<file path="config.mk">
export PLATFORM = sky130hd
export DESIGN_NAME = hex_text_to_bytes_flat
export DESIGN_NICKNAME = d
export VERILOG_FILES = /design/src/htb_pkg.sv /design/src/htb_if.sv /design/src/hex_text_to_bytes.sv /design/src/htb_classify.sv /design/src/htb_decoder.sv /design/src/flat_wrapper.sv
export SDC_FILE = /design/constraint.sdc
export NUM_CORES = 1
export LEC_CHECK = 0
export BUFFER_PORTS_ARGS = -buffer_cell sky130_fd_sc_hd__buf_4
export CORE_ASPECT_RATIO = 0.6
export CORE_MARGIN = 8
export CORE_UTILIZATION = 50
export CTS_BUF_LIST = sky130_fd_sc_hd__clkbuf_8
export DETAILED_ROUTE_END_ITERATION = 16
export PLACE_DENSITY = 0.72
export RECOVER_POWER = 100
export REMOVE_ABC_BUFFERS = 1
export SYNTH_ARGS = -nofsm -noshare
export SYNTH_HDL_FRONTEND = slang
export SYNTH_SLANG_ARGS = --single-unit
</file>
<file path="constraint.sdc">
create_clock -name clk -period 6 [get_ports clk]
set_clock_uncertainty 0.05 [all_clocks]
set_input_delay 0.3 -clock clk [delete_from_list [all_inputs] [get_ports clk]]
set_output_delay 0.3 -clock clk [all_outputs]
set_load 0.05 [all_outputs]
</file>
<file path="src/htb_pkg.sv">
`default_nettype none

package htb_pkg;

    localparam int MAX_BYTES = 4096;
    localparam int CHAR_W    = 8;
    localparam int COUNT_W   = 13;
    localparam int LIMIT_W   = 17;
    localparam logic [COUNT_W-1:0] CAPACITY_RESET = 13'd4096;

    localparam logic [CHAR_W-1:0] CH_NUL   = 8'h00;
    localparam logic [CHAR_W-1:0] CH_TAB   = 8'h09;
    localparam logic [CHAR_W-1:0] CH_LF    = 8'h0a;
    localparam logic [CHAR_W-1:0] CH_CR    = 8'h0d;
    localparam logic [CHAR_W-1:0] CH_SPACE = 8'h20;
    localparam logic [CHAR_W-1:0] CH_COLON = 8'h3a;
    localparam logic [CHAR_W-1:0] CH_ZERO  = 8'h30;
    localparam logic [CHAR_W-1:0] CH_NINE  = 8'h39;
    localparam logic [CHAR_W-1:0] CH_LA    = 8'h61;
    localparam logic [CHAR_W-1:0] CH_LF_HEX = 8'h66;
    localparam logic [CHAR_W-1:0] CH_UA    = 8'h41;
    localparam logic [CHAR_W-1:0] CH_UF    = 8'h46;
    localparam logic [3:0] LETTER_OFFSET   = 4'd9;

    typedef enum logic [1:0] {
        KIND_DATA = 2'd0,
        KIND_OK   = 2'd1,
        KIND_FAIL = 2'd2
    } result_kind_t;

    typedef enum logic [1:0] {
        CAUSE_NONE     = 2'd0,
        CAUSE_BADCHAR  = 2'd1,
        CAUSE_CAPACITY = 2'd2,
        CAUSE_ODD      = 2'd3
    } fail_cause_t;

    typedef enum logic [1:0] {
        CLS_TERM  = 2'd0,
        CLS_SEP   = 2'd1,
        CLS_DIGIT = 2'd2,
        CLS_BAD   = 2'd3
    } char_class_kind_t;

    typedef struct packed {
        char_class_kind_t kind;
        logic [3:0]       nibble;
    } char_class_t;

endpackage

`default_nettype wire

</file>
<file path="src/htb_if.sv">
`default_nettype none

interface htb_text_if;
    logic                          valid;
    logic                          ready;
    logic [htb_pkg::CHAR_W-1:0]    text_char;

    modport source (output valid, output text_char, input ready);
    modport sink (input valid, input text_char, output ready);
endinterface

interface htb_result_if;
    logic                          valid;
    logic                          ready;
    htb_pkg::result_kind_t         result_kind;
    logic [htb_pkg::CHAR_W-1:0]    data_byte;
    logic [htb_pkg::COUNT_W-1:0]   byte_count;
    htb_pkg::fail_cause_t          fail_cause;

    modport source (output valid, output result_kind, output data_byte,
                    output byte_count, output fail_cause, input ready);
    modport sink (input valid, input result_kind, input data_byte,
                  input byte_count, input fail_cause, output ready);
endinterface

interface htb_cfg_if;
    logic                          valid;
    logic                          ready;
    logic [htb_pkg::COUNT_W-1:0]   byte_capacity;

    modport source (output valid, output byte_capacity, input ready);
    modport sink (input valid, input byte_capacity, output ready);
endinterface

`default_nettype wire

</file>
<file path="src/hex_text_to_bytes.sv">
`default_nettype none

// Streaming hex text decoder. One character is taken per beat on text, a zero character
// ends the string. Space, tab, CR, LF and colon are skipped, hex digits pair up high nibble
// first, and each byte leaves as a data result with its running count; the terminator gives
// success with the total or failure for an odd digit count, and a bad character or a byte over
// capacity fails at once with its cause. After a failure the rest of the string up to and including
// its terminator gives no result, and the consumer drops the bytes already seen. A character goes
// from the input register through the classify and decode logic into the result register, so the
// block takes one character every clock cycle; only a stalled result register holds the input side.
// The user must write capacity on cfg only while idle; the block itself does not enforce it.
module hex_text_to_bytes (
    input  wire logic     clk,
    input  wire logic     rst_n,
    htb_cfg_if.sink       cfg,
    htb_text_if.sink      text,
    htb_result_if.source  result
);

    localparam logic [htb_pkg::LIMIT_W-1:0] MaxBytesW = htb_pkg::LIMIT_W'(htb_pkg::MAX_BYTES);

    logic [htb_pkg::COUNT_W-1:0] capacity_reg;
    logic [htb_pkg::COUNT_W-1:0] byte_limit;

    assign cfg.ready = 1'b1;

    always_ff @(posedge clk or negedge rst_n)
    begin
        if (!rst_n)
        begin
            capacity_reg <= htb_pkg::CAPACITY_RESET;
        end
        else if (cfg.valid && cfg.ready)
        begin
            capacity_reg <= cfg.byte_capacity;
        end
    end

    // effective limit is the smaller of register and build maximum
    assign byte_limit = ({{(htb_pkg::LIMIT_W - htb_pkg::COUNT_W){1'b0}}, capacity_reg} > MaxBytesW)
                        ? MaxBytesW[htb_pkg::COUNT_W-1:0] : capacity_reg;

    htb_decoder u_decoder (
        .clk        (clk),
        .rst_n      (rst_n),
        .byte_limit (byte_limit),
        .text       (text),
        .result     (result)
    );

endmodule

`default_nettype wire

</file>
<file path="src/htb_classify.sv">
`default_nettype none

module htb_classify (
    input  wire logic [htb_pkg::CHAR_W-1:0] text_char,
    output htb_pkg::char_class_t            char_class
);

    logic is_sep;
    logic is_num;
    logic is_lower;
    logic is_upper;

    always_comb
    begin
        is_sep   = (text_char == htb_pkg::CH_SPACE) || (text_char == htb_pkg::CH_TAB) ||
                   (text_char == htb_pkg::CH_CR) || (text_char == htb_pkg::CH_LF) ||
                   (text_char == htb_pkg::CH_COLON);
        is_num   = (text_char >= htb_pkg::CH_ZERO) && (text_char <= htb_pkg::CH_NINE);
        is_lower = (text_char >= htb_pkg::CH_LA) && (text_char <= htb_pkg::CH_LF_HEX);
        is_upper = (text_char >= htb_pkg::CH_UA) && (text_char <= htb_pkg::CH_UF);

        char_class.nibble = is_num ? text_char[3:0]
                                   : 4'(text_char[3:0] + htb_pkg::LETTER_OFFSET);
        if (text_char == htb_pkg::CH_NUL)
        begin
            char_class.kind = htb_pkg::CLS_TERM;
        end
        else if (is_sep)
        begin
            char_class.kind = htb_pkg::CLS_SEP;
        end
        else if (is_num || is_lower || is_upper)
        begin
            char_class.kind = htb_pkg::CLS_DIGIT;
        end
        else
        begin
            char_class.kind = htb_pkg::CLS_BAD;
        end
    end

endmodule

`default_nettype wire

</file>
<file path="src/htb_decoder.sv">
`default_nettype none

module htb_decoder (
    input  wire logic                         clk,
    input  wire logic                         rst_n,
    input  wire logic [htb_pkg::COUNT_W-1:0]  byte_limit,
    htb_text_if.sink                          text,
    htb_result_if.source                      result
);

    logic                          char_valid_reg;
    logic [htb_pkg::CHAR_W-1:0]    char_reg;
    htb_pkg::char_class_t          char_class;

    logic [3:0]                    high_nibble_reg;
    logic [3:0]                    high_nibble_next;
    logic                          nibble_pending_reg;
    logic                          nibble_pending_next;
    logic [htb_pkg::COUNT_W-1:0]   bytes_done_reg;
    logic [htb_pkg::COUNT_W-1:0]   bytes_done_next;
    logic                          failed_skip_reg;
    logic                          failed_skip_next;

    logic                          res_valid_reg;
    htb_pkg::result_kind_t         res_kind_reg;
    logic [htb_pkg::CHAR_W-1:0]    res_byte_reg;
    logic [htb_pkg::COUNT_W-1:0]   res_count_reg;
    htb_pkg::fail_cause_t          res_cause_reg;

    logic                          res_fire;
    htb_pkg::result_kind_t         res_kind_next;
    logic [htb_pkg::CHAR_W-1:0]    res_byte_next;
    logic [htb_pkg::COUNT_W-1:0]   res_count_next;
    htb_pkg::fail_cause_t          res_cause_next;

    logic                          out_free;
    logic                          advance;

    htb_classify u_classify (
        .text_char  (char_reg),
        .char_class (char_class)
    );

    assign out_free   = !res_valid_reg || result.ready;
    assign advance    = char_valid_reg && out_free;
    assign text.ready = !char_valid_reg || out_free;

    always_ff @(posedge clk or negedge rst_n)
    begin
        if (!rst_n)
        begin
            char_valid_reg <= 1'b0;
        end
        else if (text.ready)
        begin
            char_valid_reg <= text.valid;
        end
    end

    always_ff @(posedge clk)
    begin
        if (text.ready && text.valid)
        begin
            char_reg <= text.text_char;
        end
    end

    // per-character decode
    always_comb
    begin
        high_nibble_next    = high_nibble_reg;
        nibble_pending_next = nibble_pending_reg;
        bytes_done_next     = bytes_done_reg;
        failed_skip_next    = failed_skip_reg;
        res_fire            = 1'b0;
        res_kind_next       = htb_pkg::KIND_DATA;
        res_byte_next       = '0;
        res_count_next      = bytes_done_reg;
        res_cause_next      = htb_pkg::CAUSE_NONE;

        case (char_class.kind)
            htb_pkg::CLS_TERM:
            begin
                high_nibble_next    = '0;
                nibble_pending_next = 1'b0;
                bytes_done_next     = '0;
                failed_skip_next    = 1'b0;
                res_fire            = !failed_skip_reg;
                if (nibble_pending_reg)
                begin
                    res_kind_next  = htb_pkg::KIND_FAIL;
                    res_cause_next = htb_pkg::CAUSE_ODD;
                end
                else
                begin
                    res_kind_next  = htb_pkg::KIND_OK;
                end
            end
            htb_pkg::CLS_SEP:
            begin
                res_fire = 1'b0;
            end
            htb_pkg::CLS_BAD:
            begin
                if (!failed_skip_reg)
                begin
                    failed_skip_next = 1'b1;
                    res_fire         = 1'b1;
                    res_kind_next    = htb_pkg::KIND_FAIL;
                    res_cause_next   = htb_pkg::CAUSE_BADCHAR;
                end
            end
            htb_pkg::CLS_DIGIT:
            begin
                if (!failed_skip_reg)
                begin
                    if (!nibble_pending_reg)
                    begin
                        high_nibble_next    = char_class.nibble;
                        nibble_pending_next = 1'b1;
                    end
                    else if (bytes_done_reg >= byte_limit)
                    begin
                        failed_skip_next = 1'b1;
                        res_fire         = 1'b1;
                        res_kind_next    = htb_pkg::KIND_FAIL;
                        res_cause_next   = htb_pkg::CAUSE_CAPACITY;
                    end
                    else
                    begin
                        bytes_done_next     = htb_pkg::COUNT_W'(bytes_done_reg + 1'b1);
                        nibble_pending_next = 1'b0;
                        high_nibble_next    = '0;
                        res_fire            = 1'b1;
                        res_byte_next       = {high_nibble_reg, char_class.nibble};
                        res_count_next      = bytes_done_next;
                    end
                end
            end
            default:
            begin
                res_fire = 1'b0;
            end
        endcase
    end

    always_ff @(posedge clk or negedge rst_n)
    begin
        if (!rst_n)
        begin
            high_nibble_reg    <= '0;
            nibble_pending_reg <= 1'b0;
            bytes_done_reg     <= '0;
            failed_skip_reg    <= 1'b0;
            res_valid_reg      <= 1'b0;
        end
        else
        begin
            if (advance)
            begin
                high_nibble_reg    <= high_nibble_next;
                nibble_pending_reg <= nibble_pending_next;
                bytes_done_reg     <= bytes_done_next;
                failed_skip_reg    <= failed_skip_next;
            end
            if (out_free)
            begin
                res_valid_reg <= advance && res_fire;
            end
        end
    end

    always_ff @(posedge clk)
    begin
        if (advance && res_fire)
        begin
            res_kind_reg  <= res_kind_next;
            res_byte_reg  <= res_byte_next;
            res_count_reg <= res_count_next;
            res_cause_reg <= res_cause_next;
        end
    end

    assign result.valid       = res_valid_reg;
    assign result.result_kind = res_kind_reg;
    assign result.data_byte   = res_byte_reg;
    assign result.byte_count  = res_count_reg;
    assign result.fail_cause  = res_cause_reg;

    // skip mode swallows every character, the terminator too, and the terminator ends it
    a_skip_silent: assert property (@(posedge clk) disable iff (!rst_n)
        (advance && failed_skip_reg && char_class.kind != htb_pkg::CLS_TERM)
        |=> !res_valid_reg)
        else $error("result produced while skipping");

    // terminator starts a fresh string
    a_term_clears: assert property (@(posedge clk) disable iff (!rst_n)
        (advance && char_class.kind == htb_pkg::CLS_TERM)
        |=> (bytes_done_reg == '0 && !nibble_pending_reg && !failed_skip_reg))
        else $error("string state not cleared by terminator");

    a_nibble_idle: assert property (@(posedge clk) disable iff (!rst_n)
        !nibble_pending_reg |-> (high_nibble_reg == 4'd0))
        else $error("stale high nibble");

    a_stall_holds_state: assert property (@(posedge clk) disable iff (!rst_n)
        (char_valid_reg && !out_free) |=> ($stable(bytes_done_reg) && $stable(char_reg)))
        else $error("state moved while output stalled");

endmodule

`default_nettype wire
</file>
<file path="src/flat_wrapper.sv">
// flat-port wrapper written by rule: the top's interface ports become plain ports
module hex_text_to_bytes_flat 
  (clk, rst_n, cfg_valid, cfg_byte_capacity, cfg_ready, text_valid, text_text_char, text_ready, result_valid, result_result_kind, result_data_byte, result_byte_count, result_fail_cause, result_ready);
  htb_cfg_if cfg_i ();
  htb_text_if text_i ();
  htb_result_if result_i ();
  input  wire logic clk;
  input  wire logic rst_n;
  input wire logic [$bits(cfg_i.valid)-1:0] cfg_valid;
  input wire logic [$bits(cfg_i.byte_capacity)-1:0] cfg_byte_capacity;
  output wire logic [$bits(cfg_i.ready)-1:0] cfg_ready;
  input wire logic [$bits(text_i.valid)-1:0] text_valid;
  input wire logic [$bits(text_i.text_char)-1:0] text_text_char;
  output wire logic [$bits(text_i.ready)-1:0] text_ready;
  output wire logic [$bits(result_i.valid)-1:0] result_valid;
  output wire logic [$bits(result_i.result_kind)-1:0] result_result_kind;
  output wire logic [$bits(result_i.data_byte)-1:0] result_data_byte;
  output wire logic [$bits(result_i.byte_count)-1:0] result_byte_count;
  output wire logic [$bits(result_i.fail_cause)-1:0] result_fail_cause;
  input wire logic [$bits(result_i.ready)-1:0] result_ready;
  assign cfg_i.valid = cfg_valid;
  assign cfg_i.byte_capacity = cfg_byte_capacity;
  assign cfg_ready = cfg_i.ready;
  assign text_i.valid = text_valid;
  assign text_i.text_char = text_text_char;
  assign text_ready = text_i.ready;
  assign result_valid = result_i.valid;
  assign result_result_kind = result_i.result_kind;
  assign result_data_byte = result_i.data_byte;
  assign result_byte_count = result_i.byte_count;
  assign result_fail_cause = result_i.fail_cause;
  assign result_i.ready = result_ready;
  hex_text_to_bytes u_core (.clk(clk), .rst_n(rst_n), .cfg(cfg_i), .text(text_i), .result(result_i));
endmodule
</file>
==> results by group, run 1 <==
Outcome
  • Status: complete, but fails checks
  • Failing checks: max-capacitance violations, max-slew violations

GRT
  • Global-route wire length before repair: 13800 µm
  • Gr ovfl total: 0
  • Number of global-route vias before repair: 2690
  • Largest net degree at the start of global routing: 35
  • Initial antenna violation count: 0
  • Total GRT Usage: 17.0%

STA
  • Final worst-path cycle share: 69.1%
  • Min Tclk post-route: 4.15 ns
  • Final setup fails: 0
  • Hold Violations, Final: 0
  • Setup tns final: 0 ns
  • Worst slew pin tran: 1.89 ns
  • Headroom to the max-slew limit: -25.8%
  • Fmax: 241 MHz
  • Max-slew violations: 35
  • Unrepaired setup endpoints after global routing: no

Synth
  • Synthesized area per cell: 11.3 µm²
  • Mux share of post-synthesis cell area: 5.13%
  • Adder-cell share of the synthesized area: 6.50%
  • Netlist Area Pre-Place: 3660 µm²
  • Post-Synth XOR/XNOR Area: 3.59%
  • Number of distinct library cells after synthesis: 63
  • Part of the Yosys area used for sequential elements: 50.4%
  • Yosys warns: 0
  • Cells after Synth: 324
  • Synth Flop Type: edfxtp_1
  • Synth Area in Compound Gates: 13.1%
  • Seq cells post-synth: 67
  • Simple-Gate Fraction of Synth Area: 19.0%
  • Largest family of logic cells by synthesized area: simple AND/OR/NAND/NOR gates
  • Number of enable flip-flop cells after synthesis: 33
  • Synth async-reset ratio: 50.7%

Setup path
  • Worst Setup EP: u_core.u_decoder.result.fail_cause[1]
  • Worst EP required: 5.92 ns
  • Cells on worst reg2reg path: 8
  • Worst r2r src: u_core.u_decoder.char_reg[1]
  • Slowest-stage cell, CP: clkbuf_1
  • Critical path launch point type: register
  • CP max stage delay: 0.93 ns
  • Worst R2R Setup Slack: 1.85 ns
  • Crit path buf inv count: 2
  • CP Max Fanout: 21
  • Crit path DAT: 4.07 ns
  • Worst path cell trace: inv_1, ha_1, o21bai_1, a211oi_4, a31oi_1, nor2_1, nor3_1, clkbuf_1
  • Worst Setup Path Type: register to register
  • CP delay by family, top: compound AO/OA/AOI/OAI gates
  • Critical path depth in cells: 8
  • Worst reg2reg endpoint: u_core.u_decoder.result.fail_cause[1]
  • Element type at the critical path end: register
  • Crit. Startpoint: u_core.u_decoder.char_reg[1]

Hold path
  • Hold WC Path Type: primary input to register

Power and ir drop
  • PD cells: 257 nW/µm²
  • Part of the power in registers: 50.1%
  • P_sw: 0.273 mW
  • Comb power frac: 11.7%
  • LEAKAGE: 1.65 nW
  • Peak supply drop: 0.184 mV
  • Switching share of power: 25.3%
  • Int Pwr: 0.807 mW
  • Clock share of power: 38.2%

Place
  • Port buffer count: 52
  • Post-detail-place hpwl: 6060 µm
  • Placer Congestion: 0.868

Detailed routing
  • DR iter-0 viols: 231
  • Via density: 5.73
  • Vias after detailed routing: 2704
  • Detail Route Antenna Nets: 0
  • Routed WL: 8280 µm
  • TritonRoute pass-1 iters: 4
  • DR DRC count: 0
  • Avg WL per Cell: 17.5 µm

Job
  • Maxcap violations: 1

Die
  • Die Ht: 82.3 µm
  • Core area: 7180 µm²
  • Die width: 126 µm
  • Initial Util: 51.0%
  • Die ar.: 10400 µm²
  • # rows: 24
  • IO Pins: 54

Cells and area
  • Final #Nets: 421
  • Finished Core Util: 58.5%
  • Area delta synth->final: 14.7%
  • Fillers: 644
  • Share of cells above drive strength 1: 16.5%
  • N_diodes: 0

Clocking
  • Clock transition at path regs: 0.07 ns
  • Clock sink count: 67
  • Max clock buf depth: 2
  • H-tree levels: 3
  • Post-CTS setup buffers: 0
  • Number of CTS-inserted buffers: 9
  • Resized cells post-CTS: 0
  • Clock latency on the worst-skew pair: 0.36 ns
  • Clock tree root buffer cell: clkbuf_8
  • Hold_buf cts: 1
  • CTS tree: built
## how the worst min path moves through the flow
| stage | from | endpoint | slack, ns | depth (start not counted) |
|---|---|---|---|---|
| after floorplan | rst_n | u_core.capacity_reg[0] | -0.05 | 0 |
| after global placement | rst_n | u_core.capacity_reg[9] | 0.23 | 1 |
| after detailed placement | rst_n | u_core.capacity_reg[9] | 0.23 | 1 |
| after CTS | text_text_char[5] | u_core.u_decoder.char_reg[5] | 0.05 | 1 |
| after global routing | text_text_char[2] | u_core.u_decoder.char_reg[2] | 0.07 | 1 |
| final | text_valid | u_core.u_decoder.char_valid_reg | 0.09 | 2 |
## through the flow
stage / setup slack [ns] / cells / power [mW] / area, µm² / hold slack (ns)
2_1_floorplan: 2.08 / 311 / 0.629 / 3600 / -0.0456
3_3_place_gp: 2.85 / 455 / 0.672 / 4120 / 0.226
3_5_place_dp: 2.77 / 455 / 0.679 / 4120 / 0.231
4_1_cts: 2.76 / 472 / 1.09 / 4350 / 0.0518
5_1_grt: 1.52 / 472 / 1.13 / 4200 / 0.0670
6_report: 1.85 / 472 / 1.08 / 4200 / 0.0852
## synthesized netlist by cell type, types with 3 or more instances
library cell,count,share of area (%)
dfrtp_1,33,23
edfxtp_1,33,27
nand2_1,27,2.8
nand3_1,21,2.9
ha_1,19,6.5
nor3_1,15,2.1
mux2_2,14,4.3
o21ai_0,14,1.9
nor2_1,13,1.3
and2_1,8,1.4
xor2_1,8,1.9
clkbuf_1,7,0.72
inv_1,7,0.72
xnor2_1,7,1.7
o211ai_1,6,1.2
a31oi_1,5,0.85
and3_1,5,0.85
nand2b_1,5,0.85
nand4_1,5,0.85
a21oi_1,4,0.55
buf_2,4,0.55
o2bb2ai_1,4,0.96
mux2i_1,3,0.82
nor2b_1,3,0.51
o21bai_1,3,0.62
## kinds of logic (layout without fill, tap and decap cells)
family | after synthesis | after routing
other | 1 | 1
xor gates and xnor gates | 15 | 15
adders and majority gates | 19 | 19
AOI/OAI and AO/OA | 61 | 61
buffers and inverters | 20 | 77
DFF | 67 | 67
muxes | 17 | 17
and+or+nand+nor | 124 | 124
## cell type report
type	instances	area (µm²)	area share [%]
flip-flops and latches	67	1840	43.9
repair buffers	54	299	7.12
clock buffers	10	138	3.28
multi-input cells	237	1700	40.4
clock inverters	6	81.3	1.94
inverters	7	26.3	0.626
well taps	91	114	2.71
## per-layer routing
layer,vias to the layer above,global-route usage (%),wire length [µm]
li1,1310,-,-
met1,1283,23.9,4140
met2,101,22.4,3280
met3,10,6.73,738
met4,0,7.51,123
met5,-,0,0
## cell usage in the layout (no fill, tap or decap), drive strengths merged, types with 7 or more instances in the layout
master / Yosys / final
clkbuf: 7 / 47
dfrtp: 33 / 33
edfxtp: 33 / 33
nand2: 28 / 28
nand3: 22 / 22
ha: 19 / 19
buf: 6 / 16
nor3: 15 / 15
nor2: 15 / 15
o21ai: 14 / 14
mux2: 14 / 14
inv: 7 / 9
and2: 9 / 9
xor2: 8 / 8
xnor2: 7 / 7
## power by group through the flow
stage	combinational (mW)	clock, mW	sequential, mW
final	0.126	0.413	0.541
after global routing	0.142	0.444	0.545
after CTS	0.131	0.422	0.540
after detailed placement	0.130	0	0.549
after global placement	0.124	0	0.548
after floorplan	0.0901	0	0.539
(Power assumes the default switching activity.)
==> run 2, diff against run 1 <==
- ABC_AREA: unset -> 1
- clock period: 6 -> 4.3 ns (I/O delays scaled with it)
==> run 2 against run 1 <==
  * The flow still finishes with violations (max-capacitance violations, max-slew violations)
  * Sequential cell count unchanged
  * Area after synthesis is 4.3% higher
  * Via count increased by 19%
  * Sequential share of layout area decreased by 2.6 points
  * Critical endpoint is now u_core.u_decoder.result.byte_count[2]
  * Largest cell class unchanged
  * Highest routed layer unchanged
==> results by group, run 2 <==
Outcome
  • Status: complete, but fails checks
  • Failing checks: max-capacitance violations, max-slew violations

Clocking
  • Clock tree root buffer cell: clkbuf_8
  • Max clock buf depth: 2 (unchanged)
  • CTS tree: built
  • Post-CTS setup buffers: 0 (unchanged)
  • Clock latency on the worst-skew pair: 0.36 ns (about the same)
  • Resized cells post-CTS: 0 (unchanged)
  • Number of CTS-inserted buffers: 9 (unchanged)
  • Clock sink count: 67 (unchanged)
  • H-tree levels: 3 (unchanged)
  • Clock transition at path regs: 0.07 ns (about the same)

Setup path
  • Element type at the critical path end: register
  • Worst EP required: 4.34 ns (-1.58 ns)
  • Worst Setup Path Type: register to register
  • CP max stage delay: 0.51 ns (-0.42 ns)
  • CP most frequent cell: nand2_1
  • CP Max Fanout: 10 (-52%)
  • Worst R2R Setup Slack: 0.64 ns (-1.21 ns)
  • Worst path cell trace: nor4_1, a21oi_1, clkinv_1, nand2_1, ha_1, nand2_1, inv_1, nand2_1, nand2_1, a21oi_1, nand3_1, nor2_1, nand3_1, nand3_1, o21ai_0
  • Slowest-stage cell, CP: nor2_1
  • Critical path launch point type: register
  • Crit path DAT: 3.70 ns (-0.37 ns)

STA
  • Unrepaired setup endpoints after global routing: no
  • Fmax: 273 MHz (+13%)
  • Hold Violations, Final: 0 (unchanged)
  • Final setup fails: 0 (unchanged)
  • Min Tclk post-route: 3.66 ns (-0.486 ns)
  • Max-slew violations: 35 (unchanged)
  • Worst slew pin tran: 1.93 ns (+0.0447 ns)
  • Setup tns final: 0 ns (unchanged)
  • Final worst-path cycle share: 85.1% (+16 points)
  • Headroom to the max-slew limit: -28.8% (-3.0 points)

Power and ir drop
  • Clock share of power: 42.7% (+4.5 points)
  • LEAKAGE: 2.06 nW (+25%)
  • Int Pwr: 1.14 mW (+41%)
  • PD cells: 331 nW/µm² (+29%)
  • Part of the power in registers: 47.7% (-2.4 points)
  • Peak supply drop: 0.163 mV (-11%)
  • P_sw: 0.339 mW (+24%)
  • Comb power frac: 9.6% (-2.1 points)
  • Switching share of power: 23.0% (-2.3 points)

Detailed routing
  • Vias after detailed routing: 3213 (+19%)
  • DR iter-0 viols: 341 (+48%)
  • Detail Route Antenna Nets: 0 (unchanged)
  • DR DRC count: 0 (unchanged)
  • Routed WL: 8830 µm (+6.6%)
  • Avg WL per Cell: 14.1 µm (-20%)
  • TritonRoute pass-1 iters: 6 (+2)
  • Via density: 5.13 (-10%)

Synth
  • Synth Area in Compound Gates: 5.38% (-7.7 points)
  • Yosys warns: 0 (unchanged)
  • Part of the Yosys area used for sequential elements: 48.3% (-2.1 points)
  • Count leader, synth: nand2_1
  • Synth async-reset ratio: 50.7% (unchanged)
  • Area share of the largest cell type after synthesis: 26.0% (-1.1 points)
  • Number of distinct library cells after synthesis: 33 (-48%)
  • Most frequent cells after synthesis: nand2_1, inv_1, nand3_1, dfrtp_1, edfxtp_1
  • Largest family of logic cells by synthesized area: simple AND/OR/NAND/NOR gates
  • Largest cells by area after synthesis: edfxtp_1, dfrtp_1, nand2_1
  • Largest area contributor in the netlist: edfxtp_1
  • Post-Synth XOR/XNOR Area: 0.689% (-2.9 points)
  • Simple-Gate Fraction of Synth Area: 29.8% (+11 points)
  • Mux share of post-synthesis cell area: 1.18% (-3.9 points)
  • Adder-cell share of the synthesized area: 6.23% (-0.27 points)
  • Seq cells post-synth: 67 (unchanged)
  • Netlist Area Pre-Place: 3820 µm² (+4.3%)
  • Synthesized area per cell: 8.39 µm² (-26%)
  • Cells after Synth: 455 (+40%)
  • Synth Flop Type: edfxtp_1
  • Number of enable flip-flop cells after synthesis: 33 (unchanged)

Cells and area
  • Final #Nets: 562 (+33%)
  • Most frequent cells in the layout: nand2_1, inv_1, nand3_1
  • N_diodes: 0 (unchanged)
  • Share of cells above drive strength 1: 10.5% (-6.0 points)
  • Non-Filler Instances: 626 (+33%)
  • Commonest non-fill, non-tap cell in the layout: nand2_1
  • Area delta synth->final: 17.0%

Place
  • Post-detail-place hpwl: 6480 µm (+6.9%)
  • Placer Congestion: 0.912 (+5.1%)
  • Placed cells: 599 (+32%)
  • Port buffer count: 52 (unchanged)

Die
  • IO Pins: 54 (unchanged)
  • Core area: 7330 µm² (+2.1%)
  • Die Ht: 83.7 µm (+1.7%)
  • Initial Util: 52.1% (+1.1 points)
  • Die ar.: 10800 µm² (+3.6%)
  • # rows: 24 (unchanged)
  • Die width: 129 µm (+1.8%)

GRT
  • Gr ovfl total: 0 (unchanged)
  • Initial antenna violation count: 0 (unchanged)
  • Number of global-route vias before repair: 3004 (+12%)
  • Global-route wire length before repair: 14600 µm (+5.4%)
  • Largest net degree at the start of global routing: 41 (+17%)
  • Total GRT Usage: 17.1% (+0.085 points)

Job
  • Maxcap violations: 1 (unchanged)

Hold path
  • Hold WC Path Type: primary input to register
[run 2: worst paths after layout]
path,endpoint,start,cells past startpoint
setup / recovery,u_core.u_decoder.result.byte_count[2],u_core.capacity_reg[8],15
hold / removal,u_core.capacity_reg[6],cfg_byte_capacity[6],3
hold reg to reg,u_core.u_decoder.high_nibble_reg[0],u_core.u_decoder.high_nibble_reg[0],2
min in group asynchronous,u_core.capacity_reg[3],rst_n,2
max in group asynchronous,u_core.u_decoder.bytes_done_reg[9],rst_n,2
setup reg to reg,u_core.u_decoder.result.byte_count[2],u_core.capacity_reg[8],15
[run 2: kinds of logic after synthesis]
group	Yosys count
fa+ha+maj	19
other cells	1
xor+xnor	3
buf+inv	75
flops	67
compound gates	38
simple gates	248
mux	4
[run 2: power by group through the flow]
stage	clock [mW]	sequential (mW)	combinational [mW]
global placement	0	0.716	0.130
finish	0.630	0.705	0.142
global route	0.669	0.706	0.161
CTS	0.647	0.704	0.144
detailed placement	0	0.717	0.135
floorplan	0	0.712	0.0857
[run 2: layout make-up]
class                      instances  area, µm²
clock inverter                     6        103
inverter                          63        239
tap                              104        130
sequential                        67       1840
multi-input combinational        313       1620
fill                             659       2860
clock buffer                      10        138
timing repair buffer              63        395
[run 2: metal layers]
layer | global-route usage, % | routed length, µm
met1 | 24.5 | 4390
met2 | 23.2 | 3660
met3 | 5.80 | 646
met4 | 5.41 | 127
met5 | 0 | 0
[run 2: worst max-delay path, delay by kind of cell, from the launching register on]
kind / cells / cell delay [ns]
AOI/OAI and AO/OA: 3 / 0.44
adders and majority gates: 1 / 0.34
buffers and inverters: 2 / 0.27
DFF: 1 / 0.41
and+or+nand+nor: 9 / 1.91
[run 2: what timing repair did]
| item | CTS | global route |
|---|---|---|
| hold endpoints to repair | 43 | 0 |
| hold buffers | 11 | 0 |
| setup endpoints to repair | 0 | 0 |
[run 2: metrics by stage]
step	util [%]	area, µm²	power, mW	setup WS [ns]	hold WS, ns
final	61.0	4470	1.48	0.640	0.0131
after global routing	61.0	4470	1.53	0.381	0.0191
after CTS	62.9	4610	1.49	0.828	0.000622
after detailed placement	58.1	4260	0.852	0.859	0.152
after global placement	58.1	4260	0.847	1.04	0.146
after floorplan	-	3740	0.798	1.65	-0.131
==> run 3, diff against run 2 <==
- CORE_UTILIZATION: 50 -> 55
- PLACE_DENSITY: 0.72 -> 0.78
==> run 3 against run 2 <==
  * Clock power is 5.4% lower
  * Combinational power hardly changed
  * First-iteration DRC count is 12% lower
  * Largest cell class unchanged
  * Maximum frequency is 5.0% higher
  * The flow still finishes with violations (max-capacitance violations, max-slew violations)
  * Die area is 7.7% lower
  * Non-clock buffer count is 2 lower
  * Core utilization is 4.8 points higher
  * Hold slack better by 0.0055 ns
  * Cell area is 1.3% lower
  * Total power is 2.4% lower
  * Wire length is 1.3% higher
  * Cell count is 3.0% lower
==> results by group, run 3 (synthesis results as in run 2) <==
STA
  • Headroom to the max-slew limit: -30.1% (-1.3 points)
  • Fmax: 287 MHz (+5.0%)
  • Final setup fails: 0 (unchanged)
  • Setup tns final: 0 ns (unchanged)
  • Final worst-path cycle share: 81.1% (-4.1 points)
  • Worst slew pin tran: 1.95 ns (+0.0202 ns)
  • Hold Violations, Final: 0 (unchanged)
  • Min Tclk post-route: 3.49 ns (-0.175 ns)
  • Max-slew violations: 35 (unchanged)
  • Unrepaired setup endpoints after global routing: no

Die
  • # rows: 23 (-4.2%)
  • Core area: 6710 µm² (-8.5%)
  • Die ar.: 9950 µm² (-7.7%)
  • Die Ht: 80.5 µm (-3.8%)
  • Initial Util: 56.9% (+4.8 points)
  • Die width: 124 µm (-4.1%)
  • IO Pins: 54 (unchanged)

Cells and area
  • Share of cells above drive strength 1: 11.0% (+0.43 points)
  • Commonest non-fill, non-tap cell in the layout: nand2_1
  • Fin area: 4410 µm² (-1.3%)
  • Non-Filler Instances: 607 (-3.0%)
  • Final #Nets: 560 (-0.36%)
  • N_diodes: 0 (unchanged)
  • Most frequent cells in the layout: nand2_1, inv_1, nand3_1
  • Area delta synth->final: 15.6%

Setup path
  • Critical path launch point type: register
  • Element type at the critical path end: register
  • Worst path cell trace: nor4_1, a21oi_1, clkinv_1, nand2_1, ha_1, nand2_1, inv_1, nand2_1, nand2_1, a21oi_1, nand3_1, nor2_1, nand3_1, nand3_1, o21ai_0
  • Crit path DAT: 3.52 ns (-0.18 ns)
  • Worst Setup Path Type: register to register
  • Slowest-stage cell, CP: nor2_1
  • Worst EP required: 4.33 ns (about the same)
  • CP Max Fanout: 10 (unchanged)
  • CP most frequent cell: nand2_1
  • CP max stage delay: 0.48 ns (-0.03 ns)

Detailed routing
  • DR iter-0 viols: 301 (-12%)
  • Routed WL: 8950 µm (+1.3%)
  • DR DRC count: 0 (unchanged)
  • Detail Route Antenna Nets: 0 (unchanged)
  • Avg WL per Cell: 14.7 µm (+4.5%)
  • Vias after detailed routing: 3282 (+2.1%)
  • Via density: 5.41 (+5.3%)
  • TritonRoute pass-1 iters: 5 (-1)

Power and ir drop
  • LEAKAGE: 2.04 nW (-1.0%)
  • Peak supply drop: 0.222 mV (+36%)
  • PD cells: 327 nW/µm² (-1.2%)
  • PnR Total Power: 1.44 mW (-2.4%)
  • Clock share of power: 41.4% (-1.3 points)
  • Switching share of power: 24.9% (+2.0 points)
  • Int Pwr: 1.08 mW (-4.9%)
  • Comb power frac: 9.9% (+0.3 points)
  • P_sw: 0.360 mW (+5.9%)
  • Part of the power in registers: 48.8% (+1.1 points)

Clocking
  • Clock transition at path regs: 0.08 ns (about the same)
  • Clock latency on the worst-skew pair: 0.35 ns (about the same)
  • Clock sink count: 67 (unchanged)
  • Number of CTS-inserted buffers: 9 (unchanged)
  • CTS tree: built
  • Clock tree root buffer cell: clkbuf_8
  • Resized cells post-CTS: 0 (unchanged)
  • Post-CTS setup buffers: 0 (unchanged)
  • Max clock buf depth: 2 (unchanged)
  • Hold_buf cts: 9 (-2)
  • H-tree levels: 3 (unchanged)

GRT
  • Largest net degree at the start of global routing: 41 (unchanged)
  • Gr ovfl total: 0 (unchanged)
  • Initial antenna violation count: 0 (unchanged)
  • Total GRT Usage: 18.7% (+1.6 points)
  • Number of global-route vias before repair: 3090 (+2.9%)
  • Global-route wire length before repair: 14700 µm (+0.91%)

Outcome
  • Status: complete, but fails checks
  • Failing checks: max-capacitance violations, max-slew violations

Place
  • Placed cells: 582 (-2.8%)
  • Post-detail-place hpwl: 6370 µm (-1.8%)
  • Placer Congestion: 0.908 (-0.50%)
  • DP Area: 4240 µm² (-0.50%)
  • Port buffer count: 52 (unchanged)

Hold path
  • Hold WC Path Type: primary input to register

Job
  • Maxcap violations: 1 (unchanged)
==> run 3: cell count changes in the layout (fill, tap and decap cells not counted), moves of 2 or more <==
cell,before,now
buf_4,14,16
clkbuf_4,10,8
dlygate4sd3_1,11,9
clkinvlp_4,0,2
clkinv_1,4,2
==> run 3: metrics by stage <==
step | hold WS, ns | util (%) | setup WS [ns]
2_1_floorplan | -0.131 | - | 1.65
3_3_place_gp | 0.142 | 63.2 | 1.13
3_5_place_dp | 0.149 | 63.2 | 0.956
4_1_cts | 0.0149 | 67.9 | 0.934
5_1_grt | 0.0242 | 65.8 | 0.573
6_report | 0.0186 | 65.8 | 0.814
==> run 3: path summary, 6_finish.rpt <==
check	startpoint	to	slack (ns)	depth (start not counted)
max	u_core.capacity_reg[8]	u_core.u_decoder.result.byte_count[2]	0.81	15
min	cfg_byte_capacity[5]	u_core.capacity_reg[5]	0.02	3
max reg2reg	u_core.capacity_reg[8]	u_core.u_decoder.result.byte_count[2]	0.81	15
min reg2reg	u_core.u_decoder.high_nibble_reg[0]	u_core.u_decoder.high_nibble_reg[0]	0.44	2
max in group asynchronous	rst_n	u_core.u_decoder.high_nibble_reg[0]	2.18	2
min in group asynchronous	rst_n	u_core.u_decoder.char_valid_reg	0.89	2
==> run 3: area by class of cell <==
cell class / instances / area [µm²]
sequential: 67 / 1840
timing repair buffer: 61 / 375
clock buffer: 10 / 138
inverter: 63 / 239
tap: 87 / 109
clock inverter: 6 / 88.8
multi-input combinational: 313 / 1620
fill: 562 / 2290
==> run 3: worst max-delay path: cells and delay by family, from the launching register on <==
kind,cells,cell delay [ns]
AND/OR/NAND/NOR,9,1.79
buffers and inverters,2,0.26
adder cells (fa/ha/maj),1,0.33
flip-flops,1,0.40
AO/OA/AOI/OAI,3,0.38
==> run 3: routing by layer <==
metal	routed length, µm	part of all wire (%)	track usage, %
met5	0	0	0
met4	88	0.98	4.42
met3	754	8.4	6.23
met2	3810	43	27.5
met1	4290	48	25.9
==> run 3: power groups by stage <==
stage	clock network [mW]	logic [mW]	registers, mW
detailed placement	0	0.135	0.716
CTS	0.601	0.143	0.703
global placement	0	0.130	0.716
floorplan	0	0.0857	0.712
global route	0.626	0.161	0.706
finish	0.596	0.142	0.703
